===== config.mk =====
export PLATFORM = sky130hd
export DESIGN_NAME = bbvc_delay
export DESIGN_NICKNAME = d
export VERILOG_FILES = /design/src/hdl/bbvc_pkg.sv /design/src/hdl/bbvc_delay.sv
export SDC_FILE = /design/constraint.sdc
export NUM_CORES = 2
export LEC_CHECK = 0
export CAP_MARGIN = 20
export CORE_MARGIN = 2
export CORE_UTILIZATION = 59
export DETAILED_ROUTE_END_ITERATION = 16
export DONT_BUFFER_PORTS = 1
export HOLD_SLACK_MARGIN = 0.02
export PLACE_DENSITY = 0.72
export SLEW_MARGIN = 15
export SYNTH_ARGS = -nofsm -noshare
export SYNTH_HDL_FRONTEND = slang
export SYNTH_SLANG_ARGS = --single-unit

===== constraint.sdc =====
create_clock -name aclk -period 6.25 [get_ports aclk]
set_input_delay 0.3125 -clock aclk [delete_from_list [all_inputs] [get_ports aclk]]
set_output_delay 0.3125 -clock aclk [all_outputs]
set_load 0.02 [all_outputs]

===== src/hdl/bbvc_pkg.sv =====
// shared types, register codes and the voxel cleaning function
package bbvc_pkg;

    localparam int VOX_W  = 16;
    localparam int CFG_AW = 3;
    localparam int CFG_DW = 16;

    localparam logic [CFG_AW-1:0] REG_BLOOD_LOW  = 3'd0;
    localparam logic [CFG_AW-1:0] REG_BLOOD_HIGH = 3'd1;
    localparam logic [CFG_AW-1:0] REG_BONE_LOW   = 3'd2;
    localparam logic [CFG_AW-1:0] REG_WIDTH      = 3'd3;
    localparam logic [CFG_AW-1:0] REG_HEIGHT     = 3'd4;
    localparam logic [CFG_AW-1:0] REG_DEPTH      = 3'd5;

    localparam logic REQ_DATA  = 1'b0;
    localparam logic REQ_FLUSH = 1'b1;

    localparam int WIN_N      = 27;
    localparam int WIN_CENTER = 13;

    typedef logic signed [VOX_W-1:0] vox_t;
    typedef vox_t win_t [WIN_N];

    typedef struct packed {
        logic adv;
        logic restart;
    } dly_ctl_t;

    typedef struct packed {
        logic xlo;
        logic xhi;
        logic ylo;
        logic yhi;
        logic zlo;
        logic zhi;
    } bnd_t;

    // window index is dz*9 + dy*3 + dx; index 0 on an axis is the newer side
    function automatic vox_t clean_fn(input win_t win, input bnd_t b, input vox_t bl,
                                      input vox_t bh, input vox_t bone);
        logic hit;
        logic ok;
        vox_t c;
        int   k;
        c   = win[WIN_CENTER];
        hit = 1'b0;
        for (int dz = 0; dz < 3; dz++) begin
            for (int dy = 0; dy < 3; dy++) begin
                for (int dx = 0; dx < 3; dx++) begin
                    k  = dz * 9 + dy * 3 + dx;
                    ok = (k != WIN_CENTER);
                    if (dz == 0) ok = ok && !b.zhi;
                    if (dz == 2) ok = ok && !b.zlo;
                    if (dy == 0) ok = ok && !b.yhi;
                    if (dy == 2) ok = ok && !b.ylo;
                    if (dx == 0) ok = ok && !b.xhi;
                    if (dx == 2) ok = ok && !b.xlo;
                    if (ok && (win[k] >= bone)) hit = 1'b1;
                end
            end
        end
        return (c >= bl && c <= bh && hit) ? bone : c;
    endfunction

endpackage


===== src/hdl/bbvc_delay.sv =====
// programmable delay line on a single-port memory with registered read
module bbvc_delay #(
    parameter int DEPTH = 256
) (
    input  logic                         aclk,
    input  logic                         aresetn,
    input  bbvc_pkg::dly_ctl_t           ctl,
    input  logic [$clog2(DEPTH)-1:0]     modulus,
    input  logic signed [bbvc_pkg::VOX_W-1:0] din,
    output logic signed [bbvc_pkg::VOX_W-1:0] dout
);
    import bbvc_pkg::*;

    localparam int AW = $clog2(DEPTH);

    vox_t          mem [DEPTH];
    logic [AW-1:0] ptr_reg;
    logic [AW-1:0] ptr_next;
    vox_t          rd_reg;
    vox_t          byp_reg;
    logic          bypass;

    assign bypass   = (modulus == '0);
    assign ptr_next = (ptr_reg == modulus - 1'b1) ? '0 : ptr_reg + 1'b1;
    assign dout     = bypass ? byp_reg : rd_reg;

    always_ff @(posedge aclk) begin
        if (!aresetn || ctl.restart) begin
            ptr_reg <= '0;
        end else if (ctl.adv && !bypass) begin
            ptr_reg <= ptr_next;
        end
    end

    always_ff @(posedge aclk) begin
        if (ctl.adv) begin
            mem[ptr_reg] <= din;
        end
    end

    always_ff @(posedge aclk) begin
        if (ctl.adv) begin
            rd_reg  <= mem[ptr_reg];
            byp_reg <= din;
        end
    end

endmodule


; ---- Word-level counts from Yosys, hierarchy flattened
; Memories as Yosys holds them, arrays and structs flattened. A register that Yosys moved wholly into a read port is not among the register bits.
; Index checks and enable logic that the tools add are counted.
[op_classes]
reduce_logical = 5
mux = 4
addsub = 2
n_eq_ne = 1
[ops]
columns = cell, n
row1 = $mux 16, 1
row2 = $add 8x1->8 const B, 1
row3 = $eq 8x8->1, 1
row4 = $logic_not 8->1, 1
row5 = $mux 8, 1
row6 = $sub 8x1->8 const B, 1
row7 = $logic_not 1->1, 2
row8 = $mux 1, 2
row9 = $logic_and 1x1->1, 1
row10 = $logic_or 1x1->1, 1
[totals]
mem_bits_rw = 4096
output_inout_bits = 16
memories = 1
inputBits = 28
word_cells = 15
reg_bits = 24
[mem_list]
columns = memory, words, word_bits, rd, rd_clocked_by_memory_dff, write_ports, line_no
row1 = mem, 256, 16, 1, 1, 1, bbvc_delay.sv:16  ; vox_t mem [DEPTH];

; ---- Logic depth before layout (Yosys ltp)
[depth]
word_depth = 3
mapped_depth = 9
mapped_depth_nobuf = 8

; ---- Worst setup path after synthesis
; Ideal clock, no wire load.
[synth_timing]
kind = reg2reg
startpoint = register ptr_reg[0]
endpoint = memory mem[234][0] (netlist name), enable pin
synth_period_minus_slack_ns = 2.814
path_stages_with_launch = 10
slack_ns = 3.436
setup_ns = 0.388
t_arrival_ns = 2.425
n_path_buf = 5
required_ns = 5.862
cell_sequence = dfxtp_1 > buf_6 > buf_2 > clkbuf_1 > inv_1 > ha_1 > clkbuf_2 > nand3_1 > clkbuf_1 > nor2_1
[synth_lines]
columns = item, line_no
row1 = start: declaration, bbvc_delay.sv:17  ; logic [AW-1:0] ptr_reg;
row2 = start signal: assignment, bbvc_delay.sv:31  ; ptr_reg <= ptr_next;
row3 = end: declaration, bbvc_delay.sv:16
; No word-level cell before the write port.

==> results.json <==
{
  "outcome": "completed",
  "cp_num_buf_inv": 2,
  "hold_viol": 0,
  "synth_cell_type_count": 37,
  "dp_cells": 10400,
  "insertion_delay_ns": 0.93,
  "cp_cell_sequence": "buf_12 > buf_12 > mux4_2 > a22oi_1 > a21oi_1 > nor4_1 > o22ai_1 > or2_1",
  "grt.busiest_layer": "met2",
  "final_nets": 7334,
  "routed_wl_mm": 392,
  "seq_area_mm2": 0.124,
  "final_core_util_pct": 67.0,
  "cts_max_level": 5,
  "io_buffer_count": 0,
  "hp-class": "in2reg",
  "p_per_area_mw_per_mm2": 319,
  "crit_top_cell": "buf_12",
  "slowest_delay_ns": 1.01,
  "postCtsSetupRepairBufs": 0,
  "r2r_cells": 8,
  "fp-row-count": 189,
  "fin_ws_ns": 1.08,
  "cp-start-kind": "flop",
  "synthFlopType": "edfxtp_1",
  "drtAntennaViolNets": 0,
  "antenna_found_initial": 23,
  "place_ws_ns": 1.02,
  "overflow": 0,
  "gr-usage-met3_pct": 6.23,
  "finalSetupViolations": 0,
  "syn_area_per_cell_um2": 22.8,
  "worstPathArrival_ns": 5.84,
  "maxSlewHeadroom_pct": 24.4,
  "grt_max_degree": 258,
  "viasPerCell": 6.84,
  "clock-root-buffer": "clkbuf_16",
  "use_met2_pct": 45.3,
  "syn-num-nets": 6906,
  "start_util_pct": 59.2,
  "worst_pin_slew_ns": 1.13,
  "cp.required_ns": 6.92,
  "synthCells": 6872,
  "slowest_stage": "dfxtp_4",
  "dr_total_vias": 76400,
  "die_width_um": 519,
  "firstDrtPassIters": 6,
  "critPathMaxFanout": 61,
  "cts_tree": "done",
  "hold_start": "modulus[7]",
  "fin_crit_sh_pct": 82.7,
  "vdd_ir_drop_max_mv": 0.253,
  "async_flop_share_pct": 0,
  "fp.dieH_um": 519,
  "maxSlewViolCount": 0,
  "layoutNonFillerInstCount": 11200,
  "core_mm2": 0.265,
  "use_met1_pct": 41.2,
  "ys.warnings.count": 0,
  "multi_input_area_mm2": 0.0310,
  "grt_pass1_wl_mm": 559,
  "r2r-start": "ptr_reg[0]$_SDFFE_PP0P_",
  "syn_area_mm2": 0.157,
  "hpwlAfterDp_mm": 208,
  "cts.sinks": 4136,
  "grt_pass1_vias": 75600,
  "path_depth": 8,
  "crit_type": "reg2reg",
  "synth_edf_count": 4128,
  "endpoint_kind": "flop",
  "drive_above_1_share_pct": 27.2,
  "io-pin-count": 44,
  "cp_top_family": "simple AND/OR/NAND/NOR gates",
  "drc": 0,
  "setup-tns-final_ns": 0,
  "hold_depth": 5,
  "maxCapViolCount": 0,
  "p_leak_nw": 53.8,
  "clock_skew_ns": 0.0708,
  "gp_congestion": 0.831,
  "fp.dieArea_mm2": 0.270,
  "wire_per_inst_um": 35.1,
  "synthToLayoutAreaGrowth_pct": 13.2,
  "drt_first_iter_violations": 11900,
  "rsz0062_at_grt": "false",
  "design_area_mm2": 0.177,
  "synth-seq-cells": 4136,
  "clock.fmax_mhz": 194,
  "grt.total_usage_pct": 29.1,
  "crit_path_start": "ptr_reg[0]$_SDFFE_PP0P_",
  "cts_buffers": 405,
  "cts_buffer_depth": 4,
  "placed_cell_area_mm2": 0.163,
  "min_period_ns": 5.17,
  "largest_reg_flops": 4096,
  "clk_pin_slew_worst_paths_ns": 0.07,
  "ys_seq_area_share_pct": 79.2,
  "nFillCells": 15900
}
==> worst min-delay path: stages <==
cell      delay, ns
nand4b_1       0.14
buf_4          0.25
nand3_1        0.14
xor2_1         0.06
nor2_1         0.07
==> cell type report <==
cell class                      count  area share (%)
Timing Repair Buffer              444            2.54
Multi-Input combinational cell   2307            17.5
Clock inverter                    230            1.47
Sequential cell                  4136            70.0
Antenna cell                       14          0.0198
Clock buffer                      502            6.00
Tap cell                         3533            2.49
Inverter                            6          0.0127
==> cells by family (layout without fill, tap and decap cells) <==
kind of cell,Yosys count,in the layout,share of synthesized area (%)
mux,1040,1040,14.8
fa+ha+maj,6,6,0.0479
flops,4136,4136,79.2
buf+inv,429,1182,1.15
compound gates,809,809,3.44
xor+xnor,16,16,0.0894
other cells,0,14,0
simple gates,436,436,1.24
==> cell usage in the layout, fill, tap and decap left out, drive strengths merged, types with 3 or more instances in the layout <==
master / netlist / final
edfxtp: 4128 / 4128
mux4: 1024 / 1024
a22oi: 512 / 512
clkbuf: 253 / 502
buf: 170 / 422
nor2: 270 / 270
a21oi: 260 / 260
clkinv: 0 / 159
nor4: 64 / 64
bufinv: 0 / 50
o22ai: 32 / 32
nand2: 31 / 31
nand3: 26 / 26
dlygate4sd3: 0 / 22
or2: 19 / 19
mux2: 16 / 16
diode: 0 / 14
clkinvlp: 0 / 14
inv: 6 / 13
xor2: 9 / 9
dfxtp: 8 / 8
xnor2: 7 / 7
ha: 6 / 6
nor2b: 6 / 6
nand4: 4 / 4
nand2b: 4 / 4
or3: 3 / 3
==> metal layers <==
metal	part of all wire [%]	vias to the layer above	routed length [um]
li1	-	30300	-
met1	36	40400	142000
met2	48	4904	189000
met3	11	724	43900
met4	4.4	10	17300
met5	0.018	-	69
==> power by group <==
group | total (W) | switching, W | internal [W]
combinational | 0.00161 | 0.00101 | 0.000601
clock | 0.0244 | 0.0102 | 0.0142
sequential | 0.0306 | 0.0000421 | 0.0305
total | 0.0566 | 0.0113 | 0.0453
==> cells in the mapped netlist (2+ instances only) <==
| cell type | instances | area, um2 |
|---|---|---|
| dfxtp_1 | 8 | 160 |
| clkbuf_1 | 250 | 938 |
| nor4_1 | 64 | 400 |
| o22ai_1 | 32 | 200 |
| nand2b_1 | 4 | 25.0 |
| nand2_1 | 31 | 116 |
| or4_1 | 2 | 15.0 |
| xnor2_1 | 7 | 61.3 |
| nand3_1 | 26 | 130 |
| a22oi_1 | 512 | 3840 |
| mux2_2 | 16 | 180 |
| inv_1 | 6 | 22.5 |
| buf_6 | 2 | 22.5 |
| nor2_1 | 270 | 1010 |
| o21ai_0 | 2 | 10.0 |
| buf_1 | 59 | 221 |
| ha_1 | 6 | 75.1 |
| nor3_1 | 2 | 10.0 |
| nor2b_1 | 6 | 37.5 |
| nand4_1 | 4 | 25.0 |
| xor2_1 | 9 | 78.8 |
| mux4_2 | 1024 | 23100 |
| or3_1 | 3 | 18.8 |
| and3_1 | 2 | 12.5 |
| buf_4 | 16 | 120 |
| or2_2 | 3 | 18.8 |
| clkbuf_2 | 3 | 15.0 |
| edfxtp_1 | 4128 | 124000 |
| or2_1 | 16 | 100 |
| a21oi_1 | 260 | 1300 |
| buf_2 | 93 | 465 |
==> path summary, 6_finish.rpt <==
kind	endpoint	slack [ns]
setup / recovery	rd_reg[7]$_DFFE_PP_	1.08
setup reg to reg	rd_reg[7]$_DFFE_PP_	1.08
hold reg to reg	ptr_reg[3]$_SDFFE_PP0P_	0.72
hold / removal	ptr_reg[3]$_SDFFE_PP0P_	0.14
==> per-stage QoR <==
stage / total power, W / hold WS, ns
after floorplan: 0.0319 / 0.411
final: 0.0566 / 0.139
after global placement: 0.0322 / 0.428
after global routing: 0.0579 / 0.141
after CTS: 0.0568 / 0.0335
after detailed placement: 0.0322 / 0.425
==> repair_timing <==
action,in CTS,in global routing
hold endpoints to repair,4153,897
endpoints found under the setup margin,0,0
hold buffers,26,13
resized for setup,0,0
No activity file was read; power rests on OpenSTA's default activity.
